## src/hw/rtl/pfb_pkg.sv

```systemverilog
package pfb_pkg;

  // Default panel geometry
  localparam int unsigned PanelColumnsDefault = 84;
  localparam int unsigned PanelRowsDefault    = 48;

  // Controller command codes and the bit-in-page mask
  localparam logic [7:0] CMD_PAGE    = 8'h40;
  localparam logic [7:0] CMD_COLUMN  = 8'h80;
  localparam logic [2:0] BIT_IN_PAGE = 3'd7;

  // Pixel queue between front and back
  localparam int unsigned QueueDepth = 2;
  localparam int unsigned QueuePtrW  = $clog2(QueueDepth);

  typedef struct packed {
    logic [6:0] column;
    logic [2:0] page;
    logic [2:0] bit_sel;
    logic       colour;
  } pfb_entry_t;

  typedef struct packed {
    logic clearing;
  } pfb_status_t;

  typedef enum logic [2:0] {
    ST_CLEAR,
    ST_IDLE,
    ST_PAGE,
    ST_COLUMN,
    ST_DATA
  } pfb_state_e;

endpackage

```

## src/hw/rtl/pfb_queue.sv

```systemverilog
module pfb_queue (
  input  logic                clk_i,
  input  logic                rst_ni,
  input  logic                push_i,
  input  pfb_pkg::pfb_entry_t push_entry_i,
  output logic                full_o,
  input  logic                pop_i,
  output logic                valid_o,
  output pfb_pkg::pfb_entry_t head_o
);

  pfb_pkg::pfb_entry_t           mem_q [pfb_pkg::QueueDepth];
  logic [pfb_pkg::QueuePtrW:0]   wr_ptr_q, wr_ptr_d;
  logic [pfb_pkg::QueuePtrW:0]   rd_ptr_q, rd_ptr_d;

  assign valid_o = (wr_ptr_q != rd_ptr_q);
  assign full_o  = (wr_ptr_q[pfb_pkg::QueuePtrW] != rd_ptr_q[pfb_pkg::QueuePtrW]) &&
                   (wr_ptr_q[pfb_pkg::QueuePtrW-1:0] == rd_ptr_q[pfb_pkg::QueuePtrW-1:0]);
  assign head_o  = mem_q[rd_ptr_q[pfb_pkg::QueuePtrW-1:0]];

  assign wr_ptr_d = push_i ? wr_ptr_q + 1'b1 : wr_ptr_q;
  assign rd_ptr_d = pop_i  ? rd_ptr_q + 1'b1 : rd_ptr_q;

  always_ff @(posedge clk_i or negedge rst_ni) begin
    if (!rst_ni) begin
      wr_ptr_q <= '0;
      rd_ptr_q <= '0;
    end else begin
      wr_ptr_q <= wr_ptr_d;
      rd_ptr_q <= rd_ptr_d;
    end
  end

  always_ff @(posedge clk_i) begin
    if (push_i) begin
      mem_q[wr_ptr_q[pfb_pkg::QueuePtrW-1:0]] <= push_entry_i;
    end
  end

endmodule

```

## config.mk

```make
export PLATFORM = sky130hd
export DESIGN_NAME = pfb_queue
export DESIGN_NICKNAME = d
export VERILOG_FILES = /design/src/hw/rtl/pfb_pkg.sv /design/src/hw/rtl/pfb_queue.sv
export SDC_FILE = /design/constraint.sdc
export NUM_CORES = 1
export LEC_CHECK = 0
export BUFFER_PORTS_ARGS = -buffer_cell sky130_fd_sc_hd__buf_2
export CAP_MARGIN = 20
export CORE_UTILIZATION = 45
export DETAILED_ROUTE_END_ITERATION = 6
export PLACE_DENSITY = 0.71
export SKIP_CTS_REPAIR_TIMING = 1
export SLEW_MARGIN = 20
export SYNTH_ARGS = -nofsm -noshare
export SYNTH_HDL_FRONTEND = slang
export SYNTH_SLANG_ARGS = --single-unit
```

## constraint.sdc

```tcl
create_clock -name clk_i -period 1.75 [get_ports clk_i]
set_clock_uncertainty 0.15 [all_clocks]
set_input_delay 0.35 -clock clk_i [delete_from_list [all_inputs] [get_ports clk_i]]
set_output_delay 0.35 -clock clk_i [all_outputs]
set_load 0.02 [all_outputs]
```

* Yosys cells after proc, flatten, opt, wreduce, memory -nomap -nowiden *
Memory sizes are Yosys's and may differ from the RTL's.
Cells that the tools add are included.

operators by class
  $add $sub $neg = 2
  equality and inequality tests = 3
  muxes and demuxes = 2
  reduce and logical (&&, ||, !) cells = 1

operators with widths
  cell                                                           count
  2-bit by 1-bit adder with 2-bit output, second input constant  2
  1-bit 2-to-1 mux                                               2
  2-bit != test                                                  1
  1-bit == test                                                  1
  1-bit logical AND                                              1
  1-bit != test                                                  1

storage, ports and cells
  bits in writable memories = 28
  bits of input ports = 18
  output and inout port bits = 16
  memories = 1
  word-level logic and storage cells = 11
  register bits = 4

memory list
  name   depth  bits a word  rd ports  clocked after Yosys merged registers in  write ports  RTL line         text
  mem_q  2      14           1         0                                        1            pfb_queue.sv:12  pfb_pkg::pfb_entry_t mem_q [pfb_pkg::QueueDepth];

* Logic depth before layout (Yosys ltp) *
  word-level depth = 2
  mapped depth = 4
  gate-level depth less buffers = 2

* Worst setup path before layout *
Ideal clock, no wire load.

  path type = reg-to-reg
  start = register wr_ptr_q[0] (netlist bit)
  end = memory mem_q[0][0] (netlist bit), enable pin
  required time = 1214 ps
  arrival = 1078 ps
  cell stages (with the launch flop) = 2
  path buffers = 0
  setup slack = 136 ps
  period minus slack after synthesis = 1614 ps
  setup time = 386 ps
  cells stage by stage = dfrtp_1 nor2b_1

RTL lines
  element                 RTL line         text
  start, declared         pfb_queue.sv:13  logic [pfb_pkg::QueuePtrW:0] wr_ptr_q, wr_ptr_d;
  start signal, assigned  pfb_queue.sv:29  wr_ptr_q <= wr_ptr_d;
  end, declared           pfb_queue.sv:12

Straight into the memory's write port.

==> results.md <==
- Layout Area Growth over Synthesis: 26.6%
- Die X: 54.5 um
- Initial Utilization: 48.7%
- Pwr Density: 1680 nW/um^2
- PnR worst setup slack: -127 ps
- Mapped Area: 1240 um^2
- Num ports: 34
- Synthesized Nets: 77
- Reg2reg end: mem_q[1][6]$_DFFE_PP_
- Crit. Startpoint: rd_ptr_q[0]$_DFFE_PN0P_
- Post-synthesis sequential element count: 32
- Max Cap Viol: 0
- CP startpoint kind: register
- Reg2reg setup slack: 460 ps
- Routed wire length per instance: 13.3 um
- Die height: 54.5 um
- Slew Viols, Final: 0
- Routability cong.: 0.594
- Number of global-route vias before repair: 659
- Nets: 120
- First-pass DRT Iterations: 1
- Seq/Total Area, Yosys: 76.0%
- Peak VDD IR: 1.05 mV
- Worst Setup EP: head_o[0]
- Via-per-instance ratio: 4.80
- Fin. Hold Viols: 0
- Post-Route WL: 1.77 mm
- Final setup TNS: -1420 ps
- Leak: 0.639 nW
- H-tree depth: 2
- Yosys cell types: 11
- Slew margin rel.: 85.7%
- Slowest CP cell: dfrtp_1
- ANT cells: 0
- Post-route minimum period: 1880 ps
- FMAX: 533 MHz
- Reg-to-Reg Start: wr_ptr_q[0]$_DFFE_PN0P_
- Avg Cell Area, Syn: 21.0 um^2
- Worst-path cell chain: buf_6, mux2_2, buf_2
- Root buffer cell: clkbuf_4
- Antenna viol nets, final: 0
- Gr usage total: 14.3%
- RSZ-0062 raised after global routing: yes
- Setup-failing EPs final: 15
- Share of cells above drive strength 1: 56.3%
- Clock slew at reported path FFs: 100 ps
- DRC viols: 0
- Critical Path RT: 1250 ps
- Largest net degree at the start of global routing: 16
- Yosys Warn Count: 0
- CP Capture Type: output pin
- Worst-Margin Slew: 214 ps
- Final total power: 0.00264 W
- CP Class: reg2out
- Iteration-0 DRC Markers: 0
- Vias: 639
- Buffers on Ports: 33
- Fin crit share: 107%
- R2R depth: 2
- Core Area: 2540 um^2
- Clock buffer depth: 2
- Num CTS Buffers: 5
- Mapped Cells: 59
- Clock sink total: 32
- Hold Crit Class: in2reg
- Highest fanout seen on the critical path: 9
- Die area: 2970 um^2
- Critical path arrival: 1380 ps
- Filler instances: 200
- WHS: 51.1 ps
- Antenna violations before repair: 0
- First-pass GRT wire length: 2.73 mm
- Status: complete, but fails checks
- Site Rows: 18
- Violated checks: negative setup slack
- GRT Residual Overflow: 0
- CTS tree: yes
- Insertion delay to the later sink of the worst-skew pair: 320 ps
- Slowest Stage Delay on Critical Path: 390 ps
==> synthesized netlist by cell type <==
master     n  area (um^2)
xnor2_1    3         26.3
buf_6      1         11.3
buf_12     1         20.0
edfxtp_1  28          841
dfrtp_1    4          100
and2_1     1         6.26
mux2_2     6         67.6
nand2_1    2         7.51
nor2b_1    2         12.5
mux2_4     8          120
xor2_1     3         26.3
==> flip-flops by register name, summed over array words and instances, names as in the netlist <==
name and flops:
mem_q 28, wr_ptr_q 2, rd_ptr_q 2
==> per-stage QoR <==
stage | worst slack [ps] | instance area [um^2] | instances | utilization, %
4_1_cts | -173 | 1490 | 132 | 58.6
5_1_grt | -200 | 1570 | 133 | 61.6
3_5_place_dp | 204 | 1440 | 124 | 56.6
2_1_floorplan | 136 | 1240 | 59 | -
6_report | -127 | 1570 | 133 | 61.6
3_3_place_gp | 236 | 1440 | 124 | 56.6
==> worst min path at each step <==
| stage | startpoint | end | cells after the start |
|---|---|---|---|
| floorplan | rst_ni | rd_ptr_q[0]$_DFFE_PN0P_ | 0 |
| global placement | rst_ni | wr_ptr_q[0]$_DFFE_PN0P_ | 1 |
| CTS | rst_ni | wr_ptr_q[0]$_DFFE_PN0P_ | 1 |
| detailed placement | rst_ni | wr_ptr_q[0]$_DFFE_PN0P_ | 1 |
| finish | push_entry_i[8] | mem_q[0][8]$_DFFE_PP_ | 1 |
| global route | push_entry_i[13] | mem_q[0][13]$_DFFE_PP_ | 1 |
==> report_power, final <==
part	internal, W	total, W	switching (W)
combinational	0.000585	0.00116	0.000571
clock	0.000156	0.000381	0.000225
sequential	0.00103	0.00110	0.0000766
total	0.00177	0.00264	0.000873
==> layer usage <==
metal	vias to the layer above	GRT usage (%)	part of all wire [%]
met3	6	4.17	6.5
met2	30	23.4	48
met4	0	10.3	2.4
met5	-	0	0
li1	304	-	-
met1	299	15.9	43
==> worst max-delay path, delay by kind of cell (launching register included) <==
family   cells  cell delay, ps
mux          1             340
buf+inv      2             320
flops        1             390
==> placed cells by master (no fill, tap or decap), types with 3 or more instances in the layout <==
cell type	count
buf_6	10
clkbuf_4	5
mux2_4	8
dfrtp_1	4
buf_4	3
mux2_2	6
xor2_1	3
edfxtp_1	28
buf_2	24
==> layout make-up <==
cell class | instances | area [um^2] | share of cell area (%)
clock buffers | 7 | 45.0 | 2.87
multi-input cells | 25 | 274 | 17.5
repair buffers | 38 | 265 | 16.9
well taps | 30 | 37.5 | 2.39
clock inverters | 1 | 5.00 | 0.319
flip-flops and latches | 32 | 941 | 60.0
==> kinds of logic (layout without fill, tap and decap cells) <==
kind of cell	after synthesis	in the layout	share of synthesized area, %
xor+xnor	6	6	4.24
mux	14	14	15.2
flops	32	32	76.0
buf+inv	2	46	2.53
simple gates	5	5	2.12
No activity file was read; power rests on OpenSTA's default activity.
