[config.mk]
export PLATFORM = sky130hd
export DESIGN_NAME = pfb_back
export DESIGN_NICKNAME = d
export VERILOG_FILES = /design/src/hw/rtl/pfb_pkg.sv /design/src/hw/rtl/pfb_ram.sv /design/src/hw/rtl/pfb_back.sv
export SDC_FILE = /design/constraint.sdc
export NUM_CORES = 2
export LEC_CHECK = 0
export BUFFER_PORTS_ARGS = -buffer_cell sky130_fd_sc_hd__buf_2
export CAP_MARGIN = 40
export CORE_AREA = 2 2 537 752
export DETAILED_ROUTE_END_ITERATION = 6
export DIE_AREA = 0 0 539 754
export PLACE_DENSITY = 0.61
export SYNTH_ARGS = -nofsm -noshare
export SYNTH_HDL_FRONTEND = slang
export SYNTH_SLANG_ARGS = --single-unit
[constraint.sdc]
create_clock -name clk_i -period 23.9 [get_ports clk_i]
set_clock_uncertainty 0.2 [all_clocks]
set_input_delay 2.39 -clock clk_i [delete_from_list [all_inputs] [get_ports clk_i]]
set_output_delay 2.39 -clock clk_i [all_outputs]
set_load 0.1 [all_outputs]
[src/hw/rtl/pfb_pkg.sv]
package pfb_pkg;

  // Default panel geometry
  localparam int unsigned PanelColumnsDefault = 84;
  localparam int unsigned PanelRowsDefault    = 48;

  // Controller command codes and the bit-in-page mask
  localparam logic [7:0] CMD_PAGE    = 8'h40;
  localparam logic [7:0] CMD_COLUMN  = 8'h80;
  localparam logic [2:0] BIT_IN_PAGE = 3'd7;

  // Pixel queue between front and back
  localparam int unsigned QueueDepth = 2;
  localparam int unsigned QueuePtrW  = $clog2(QueueDepth);

  typedef struct packed {
    logic [6:0] column;
    logic [2:0] page;
    logic [2:0] bit_sel;
    logic       colour;
  } pfb_entry_t;

  typedef struct packed {
    logic clearing;
  } pfb_status_t;

  typedef enum logic [2:0] {
    ST_CLEAR,
    ST_IDLE,
    ST_PAGE,
    ST_COLUMN,
    ST_DATA
  } pfb_state_e;

endpackage

[src/hw/rtl/pfb_ram.sv]
module pfb_ram #(
  parameter int unsigned Width = 8,
  parameter int unsigned Depth = 504
) (
  input  logic                     clk_i,
  input  logic                     we_i,
  input  logic [$clog2(Depth)-1:0] waddr_i,
  input  logic [Width-1:0]         wdata_i,
  input  logic                     re_i,
  input  logic [$clog2(Depth)-1:0] raddr_i,
  output logic [Width-1:0]         rdata_o
);

  logic [Width-1:0] mem_q [Depth];
  logic [Width-1:0] rdata_q;

  always_ff @(posedge clk_i) begin
    if (we_i) begin
      mem_q[waddr_i] <= wdata_i;
    end
    if (re_i) begin
      rdata_q <= mem_q[raddr_i];
    end
  end

  assign rdata_o = rdata_q;

endmodule

[src/hw/rtl/pfb_back.sv]
module pfb_back #(
  parameter int unsigned PANEL_COLUMNS = pfb_pkg::PanelColumnsDefault,
  parameter int unsigned PANEL_ROWS    = pfb_pkg::PanelRowsDefault
) (
  input  logic                 clk_i,
  input  logic                 rst_ni,
  input  logic                 q_valid_i,
  input  pfb_pkg::pfb_entry_t  q_head_i,
  output logic                 pop_o,
  output pfb_pkg::pfb_status_t status_o,
  output logic                 out_valid_o,
  input  logic                 out_ready_i,
  output logic [7:0]           out_byte_o,
  output logic                 is_data_o,
  output logic                 last_o
);

  localparam int unsigned PageCount  = (PANEL_ROWS + 7) / 8;
  localparam int unsigned StoreDepth = PageCount * PANEL_COLUMNS;
  localparam int unsigned AddrW      = $clog2(StoreDepth);

  pfb_pkg::pfb_state_e state_q, state_d;
  pfb_pkg::pfb_entry_t cur_q, cur_d;
  logic [AddrW-1:0]    idx_q, idx_d;
  logic [AddrW-1:0]    clr_q, clr_d;
  logic [7:0]          val_q, val_d;
  logic [AddrW-1:0]    head_idx;
  logic [7:0]          rdata;
  logic [7:0]          mask;
  logic [7:0]          new_val;
  logic                ram_we;
  logic [AddrW-1:0]    ram_waddr;
  logic [7:0]          ram_wdata;
  logic                xfer;

  assign xfer     = out_valid_o && out_ready_i;
  assign head_idx = AddrW'(q_head_i.page) * AddrW'(PANEL_COLUMNS) + AddrW'(q_head_i.column);
  assign mask     = 8'(1) << cur_q.bit_sel;
  assign new_val  = cur_q.colour ? (rdata | mask) : (rdata & ~mask);

  // Next pixel enters when idle, or straight after the data byte goes out
  assign pop_o = q_valid_i &&
                 ((state_q == pfb_pkg::ST_IDLE) || ((state_q == pfb_pkg::ST_DATA) && xfer));

  pfb_ram #(
    .Width(8),
    .Depth(StoreDepth)
  ) u_store (
    .clk_i  (clk_i),
    .we_i   (ram_we),
    .waddr_i(ram_waddr),
    .wdata_i(ram_wdata),
    .re_i   (pop_o),
    .raddr_i(head_idx),
    .rdata_o(rdata)
  );

  // Next state
  always_comb begin
    state_d = state_q;
    case (state_q)
      pfb_pkg::ST_CLEAR: begin
        if (clr_q == AddrW'(StoreDepth - 1)) begin
          state_d = pfb_pkg::ST_IDLE;
        end
      end
      pfb_pkg::ST_IDLE: begin
        if (pop_o) begin
          state_d = pfb_pkg::ST_PAGE;
        end
      end
      pfb_pkg::ST_PAGE: begin
        if (xfer) begin
          state_d = pfb_pkg::ST_COLUMN;
        end
      end
      pfb_pkg::ST_COLUMN: begin
        if (xfer) begin
          state_d = pfb_pkg::ST_DATA;
        end
      end
      pfb_pkg::ST_DATA: begin
        if (xfer) begin
          state_d = pop_o ? pfb_pkg::ST_PAGE : pfb_pkg::ST_IDLE;
        end
      end
      default: state_d = pfb_pkg::ST_IDLE;
    endcase
  end

  // Outputs and datapath
  always_comb begin
    out_valid_o = 1'b0;
    out_byte_o  = '0;
    is_data_o   = 1'b0;
    last_o      = 1'b0;
    ram_we      = 1'b0;
    ram_waddr   = idx_q;
    ram_wdata   = new_val;
    clr_d       = clr_q;
    val_d       = val_q;
    cur_d       = pop_o ? q_head_i : cur_q;
    idx_d       = pop_o ? head_idx : idx_q;
    status_o.clearing = 1'b0;
    case (state_q)
      pfb_pkg::ST_CLEAR: begin
        status_o.clearing = 1'b1;
        ram_we    = 1'b1;
        ram_waddr = clr_q;
        ram_wdata = '0;
        clr_d     = clr_q + 1'b1;
      end
      pfb_pkg::ST_IDLE: begin
        out_valid_o = 1'b0;
      end
      pfb_pkg::ST_PAGE: begin
        out_valid_o = 1'b1;
        out_byte_o  = pfb_pkg::CMD_PAGE | {5'b0, cur_q.page};
        // Write back once, when the page byte leaves
        ram_we      = xfer;
        val_d       = xfer ? new_val : val_q;
      end
      pfb_pkg::ST_COLUMN: begin
        out_valid_o = 1'b1;
        out_byte_o  = pfb_pkg::CMD_COLUMN | {1'b0, cur_q.column};
      end
      pfb_pkg::ST_DATA: begin
        out_valid_o = 1'b1;
        out_byte_o  = val_q;
        is_data_o   = 1'b1;
        last_o      = 1'b1;
      end
      default: begin
        out_valid_o = 1'b0;
      end
    endcase
  end

  always_ff @(posedge clk_i or negedge rst_ni) begin
    if (!rst_ni) begin
      state_q <= pfb_pkg::ST_CLEAR;
      clr_q   <= '0;
    end else begin
      state_q <= state_d;
      clr_q   <= clr_d;
    end
  end

  always_ff @(posedge clk_i) begin
    cur_q <= cur_d;
    idx_q <= idx_d;
    val_q <= val_d;
  end

endmodule

# Word level (Yosys, flattened, before mapping)
# Memory sizes are Yosys's and may differ from the RTL's. A register that Yosys moved wholly into a read port is not among the register bits.
# Cells that the tools add are included.
[totals] regBits=43 latch_bits=0 ram_bits=4032 rom_bits=0 out_inout_bits=13 elab_cells=51 memories=1
[classes] addsub=2 multipliers=1 div_mod_pow=0 n_lt_le_gt_ge=0 n_eq_ne=10 n_shift=1 muxes=17 n_bitwise=3 n_reduce_logical=8
[mem_list] memory="u_store.mem_q" words=504 width=8 rd=1 rd_ports_with_merged_regs=1 write_ports=1 line_no="pfb_ram.sv:14" rtl="logic [Width-1:0] mem_q [Depth];"
[ops] operator="8-bit case mux with 3 select lines" n=1
[ops] operator="8-bit two-way mux" n=2
[ops] operator="3-bit two-way mux" n=5
[ops] operator="3-bit case mux with 5 select lines" n=1
[ops] operator="2-bit inequality test (second input constant)" n=5
[ops] operator="9-bit by 1-bit adder with 9-bit output (second input constant)" n=1
[ops] operator="9-bit by 7-bit adder with 9-bit output" n=1
[ops] operator="9-bit == test (second input constant)" n=1
[ops] operator="9-bit two-way mux" n=1
[ops] operator="8-bit AND" n=1
[ops] operator="8-bit NOT" n=1
[ops] operator="8-bit OR" n=1
[ops] operator="1-bit by 3-bit << shifter with 8-bit output (first input constant)" n=1
[ops] operator="3-bit by 5-bit multiplier with 7-bit output (second input constant)" n=1
[ops] operator="3-bit by 2-bit == test with 1-bit output (second input constant)" n=2
[ops] operator="1-bit two-way mux" n=5
[ops] operator="5-bit AND reduction" n=1
[ops] operator="3-bit by 1-bit == test with 1-bit output (second input constant)" n=1
[ops] operator="3-bit == test (second input constant)" n=1
[ops] operator="1-bit logical AND" n=3
[ops] operator="3-bit logical NOT" n=1
[ops] operator="3-bit OR reduction" n=1
[ops] operator="2-bit two-way mux" n=1
[ops] operator="1-bit case mux with 2 select lines" n=1
[ops] operator="other kinds (2)" n=2

# Depth between registers and ports, before layout
[logic_depth] depth_word=10 mapped_depth=15 depth_no_buf=12

# Cells and area by module
# Synthesis repeated with hierarchy kept, for this count alone.
[hier_totals] hier_cells=7541 area_unflattened_um2=159536.8
[by_module_without_submodules] mod="pfb_ram" n_inst=1 cells_each=7358 area_per_inst_um2=157308.4 seq_area_each_um2=121316.4
[by_module_without_submodules] mod="pfb_back" n_inst=1 cells_each=183 area_per_inst_um2=2228.4 seq_area_each_um2=1171.1

# Worst setup path after synthesis
# No wires, ideal clock.
[synth_timing] kind="reg-to-reg" startpoint="register state_q[2]" endpoint="memory u_store.mem_q[0][0] (data pin)" setup_ps=1511 arrival_ps=7767 setup_slack_ps=14421 stages_incl_launch_ff=7 synth_period_minus_slack_ps=9479 cell_sequence="dfrtp_1 -> clkbuf_1 -> or3_1 -> clkbuf_1 -> clkbuf_1 -> clkbuf_1 -> and2_1"
[synth_via] elab_chain_len=2
[synth_lines] element="start: declaration" line_no="pfb_back.sv:22" rtl="pfb_pkg::pfb_state_e state_q, state_d;"
[synth_lines] element="start signal: assignment" line_no="pfb_back.sv:141" rtl="state_q <= pfb_pkg::ST_CLEAR;"
[synth_lines] element="start signal: assignment" line_no="pfb_back.sv:144" rtl="state_q <= state_d;"
[synth_lines] element="3-bit logical NOT" line_no="pfb_back.sv:105" rtl="case (state_q)"
[synth_lines] element="8-bit two-way mux" line_no="pfb_back.sv:105"
[synth_lines] element="named net ram_wdata[0]" line_no="pfb_back.sv:33" rtl="logic [7:0] ram_wdata;"
[synth_lines] element="end: declaration" line_no="pfb_ram.sv:14"
# The timed path passes the listed nets, and every way through them passes these cells.

# Worst setup path in the final report
[layout_timing] startpoint="input q_head_i[7] in the netlist's numbering" endpoint="register u_store.rdata_q[6] (netlist: u_store.rdata_o[6]), read port of u_store.mem_q (data pin)"
[layout_via] elab_chain_len=1
[layout_lines] element="start: declaration" line_no="pfb_back.sv:8" rtl="input pfb_pkg::pfb_entry_t q_head_i,"
[layout_lines] element="9-bit by 7-bit adder with 9-bit output" line_no="pfb_back.sv:37" rtl="assign head_idx = AddrW'(q_head_i.page) * AddrW'(PANEL_COLUMNS) + AddrW'(q_head_i.column);"
[layout_lines] element="end: declaration" line_no="pfb_ram.sv:15" rtl="logic [Width-1:0] rdata_q;"
# Every way passes these cells.
# A chain may end at the register's enable or synchronous reset.

==> results.md <==
- Via count: 79,145
- Fin. Hold Viols: 0
- Area Growth Syn to Fin: 11.90%
- Setup CP Type: primary input to register
- Most common cell in the netlist: edfxtp_1
- Synth Instances: about 7,800
- Worst slew margin: 3.454%
- Setup crit end kind: register
- Top Ports: 31
- Cell taking the most area after synthesis: edfxtp_1
- Tcrit/Tclk final: between 30 and 40%
- Startpoint types: primary input
- Synthesis warning total: 0
- Peak Freq: between 100 and 150 MHz
- DR DRC count: 0
- Crit-path cells: buf_12 -> buf_4 -> buf_4 -> buf_12 -> buf_12 -> mux4_2 -> mux2i_1 -> a211oi_1 -> a211oi_1 -> a2111oi_0 -> buf_1 -> or4_1
- Clock root buffer: clkbuf_16
- Routed len/inst: around 31 microns
- Reg clk slew, reported paths: ~0.070 ns
- PD cells: 98.43 nW/um^2
- Critical Path Most Common Cell: buf_12
- I/O Buffers: 30
- Pwr Total: around 18 mW
- RD Place Congestion: 0.8381
- TritonCTS clock tree: yes
- Post-synth EDFFs: 4,069
- Dpl hpwl: 263.9 mm
- Register bit total from synthesis: between 4,000 and 5,000
- Pin count of the biggest net entering global routing: about 250
- Fill count: between 30,000 and 40,000
- Post-synthesis adder-cell area fraction: 0.09909%
- Finish-stage setup viols: 0
- Via density per instance: about 5.8
- GRT Residual Overflow: 0
- Mux cell area share after synthesis: between 15 and 20%
- Hold buffer count at CTS: 0
- DRT antenna net count: 0
- Antenna violations before repair: 21
- Post-Route Setup TNS: 0 ns
- First drt pass iteration count: 6
- Main flop type after synthesis: edfxtp_1
- XOR/XNOR Fraction of Synth Area: less than 1%
- CTS Buffer Depth: 4
- Syn Std Cell Area: 159,100 sq um
- Core Area: 399,800 sq um
- Met1 usage: about a quarter
- Die X-Extent: 539 microns
- Total Routed Length: roughly 430 mm
- Slew Viols, Final: 0
- Synth top cells by count: edfxtp_1, mux4_2, nor2_1
- LEAKAGE: 55.48 nW
- Gr usage total: 20.65%
- Grt met2 use: 35.47%
- Slowest CP cell: buf_4
- Sequential element share of the synthesized area: 76.99%
- Clock buffer count from CTS: 362
- First-pass GRT wire length: ~610 mm
- Htree depth: 5
- Peak VDD IR: about 0.14 mV
- Die Ht: ~750 microns
- CP Max Fanout: 100
- Synth area leaders: edfxtp_1, mux4_2, mux2i_1
- Final net count: 8,040
- Post-cts resize count: 0
- Yosys top cell area share: around three quarters
- Run status: complete, no violations
- Unrepaired setup endpoints after global routing: false
- Worst EP arrival: ~8.7 ns
- WP data required: about 24 ns
- Grt met3 use: 3.413%
- Starting DRC count in detailed routing: 8,558
- Clock Sinks: roughly 4,100
- Effective utilization at floorplan: ~40%
- Synth Area in Simple Gates: about 3.8%
- Final min period: between 8 and 9 ns
- Hold crit path type: register to register
- Vias in the first global route: about 81,000
- Layout cell share with drive strength beyond 1: between 20% and 30%
- Syn Area/Cell: just over 20 sq um
- Largest family of logic cells by synthesized area: multiplexers
- Slowest stage delay, CP: between 0.7 and 0.8 ns
- Post-Syn Nets: between 7,000 and 8,000
- GR peak layer: met2
- Clock latency on the worst-skew pair: between 0.9 and 1 ns
- Slew @ Worst Pin: 1.448 ns
- Rows: between 200 and 300
- Die area: 406,400 sq um
- Async S/R FF share, synth: less than 1%
- Post-synthesis compound-gate area fraction: under 10%
- Unique masters post-synth: 70
- Max-Cap Viols: 0
- Setup Buffers After CTS: 0
==> sequential cells by signal, indices dropped and copies added, names as in the netlist <==
signal           cells
val_q                8
cur_q               14
clr_q                9
idx_q                7
u_store.mem_q     4032
state_q              3
u_store.rdata_o      8
==> final cells by class <==
type	count	area, sq um	area share (%)
clock inverters	213	2003	1.125
well taps	5263	6585	3.699
inverters	16	72.57	0.04076
flip-flops and latches	4081	122500	68.80
clock buffers	443	9595	5.390
multi-input cells	3228	34350	19.29
repair buffers	321	2905	1.632
diodes	12	30.03	0.01687
==> routing by layer <==
metal  part of all wire (%)  up-vias
li1                       -    32524
met4                    5.7        4
met1                     37    42554
met3                    7.0      754
met2                     51     3309
met5                 0.0080        -
==> placed cells by master, fill, tap and decap left out, types with 11 or more instances in the layout <==
master	instances
edfxtp_1	4069
mux4_2	922
nor2_1	580
nand2_1	492
clkbuf_16	372
mux2i_1	323
buf_4	235
nand3_1	153
o221ai_1	131
a21oi_1	83
o22ai_1	76
clkinv_2	72
clkbuf_1	69
clkinv_1	65
nand4_1	54
a31oi_1	53
nor3_1	51
o21ai_0	47
buf_2	37
bufinv_16	31
a32oi_1	26
clkinvlp_4	21
buf_12	21
nand2_4	18
a22oi_1	15
buf_16	14
mux2_2	13
diode_2	12
dfrtp_1	12
xnor2_1	11
nand3b_1	11
==> worst max-delay path: cells and delay by family <==
family | cells | cell delay [ns]
buffers and inverters | 6 | 3.39
muxes | 2 | 0.83
and+or+nand+nor | 1 | 0.48
AOI/OAI and AO/OA | 3 | 1.03
==> logic make-up (layout without fill, tap and decap cells) <==
group                      Yosys count  in the layout
AOI/OAI and AO/OA                  508            508
DFF                               4081           4081
xor gates and xnor gates            12             12
muxes                             1258           1258
adders and majority gates           12             12
other                                0             12
buffers and inverters              496            993
and+or+nand+nor                   1438           1438
==> path summary, 6_finish.rpt <==
kind                        startpoint                    end  slack (ns)  cells past startpoint
setup reg to reg            state_q[0]  u_store.mem_q[257][3]       18.53                      9
setup / recovery           q_head_i[7]     u_store.rdata_o[6]       15.71                     12
max in group asynchronous       rst_ni             state_q[1]       22.10                      1
hold / removal                clr_q[7]               clr_q[7]        0.35                      1
hold reg to reg               clr_q[7]               clr_q[7]        0.35                      1
min in group asynchronous       rst_ni               clr_q[5]        1.16                      1
==> metrics by stage <==
step,instances,setup WS (ns),hold slack [ns],instance area (sq um),util [%]
floorplan,7805,14.42,0.2877,159100,-
global placement,12792,14.31,0.3104,165100,41.29
detailed placement,12902,14.59,0.3333,166300,41.59
CTS,13558,15.61,0.3468,177900,44.50
global route,13567,15.30,0.3532,178000,44.52
finish,13577,15.71,0.3500,178000,44.53
==> power breakdown <==
group	total, mW	internal [mW]	switching [mW]
Clock	5.82	3.21	2.61
Sequential	8.89	8.86	0.0302
Combinational	2.82	0.556	2.26
Total	17.5	12.6	4.90
(Power assumes the default switching activity.)
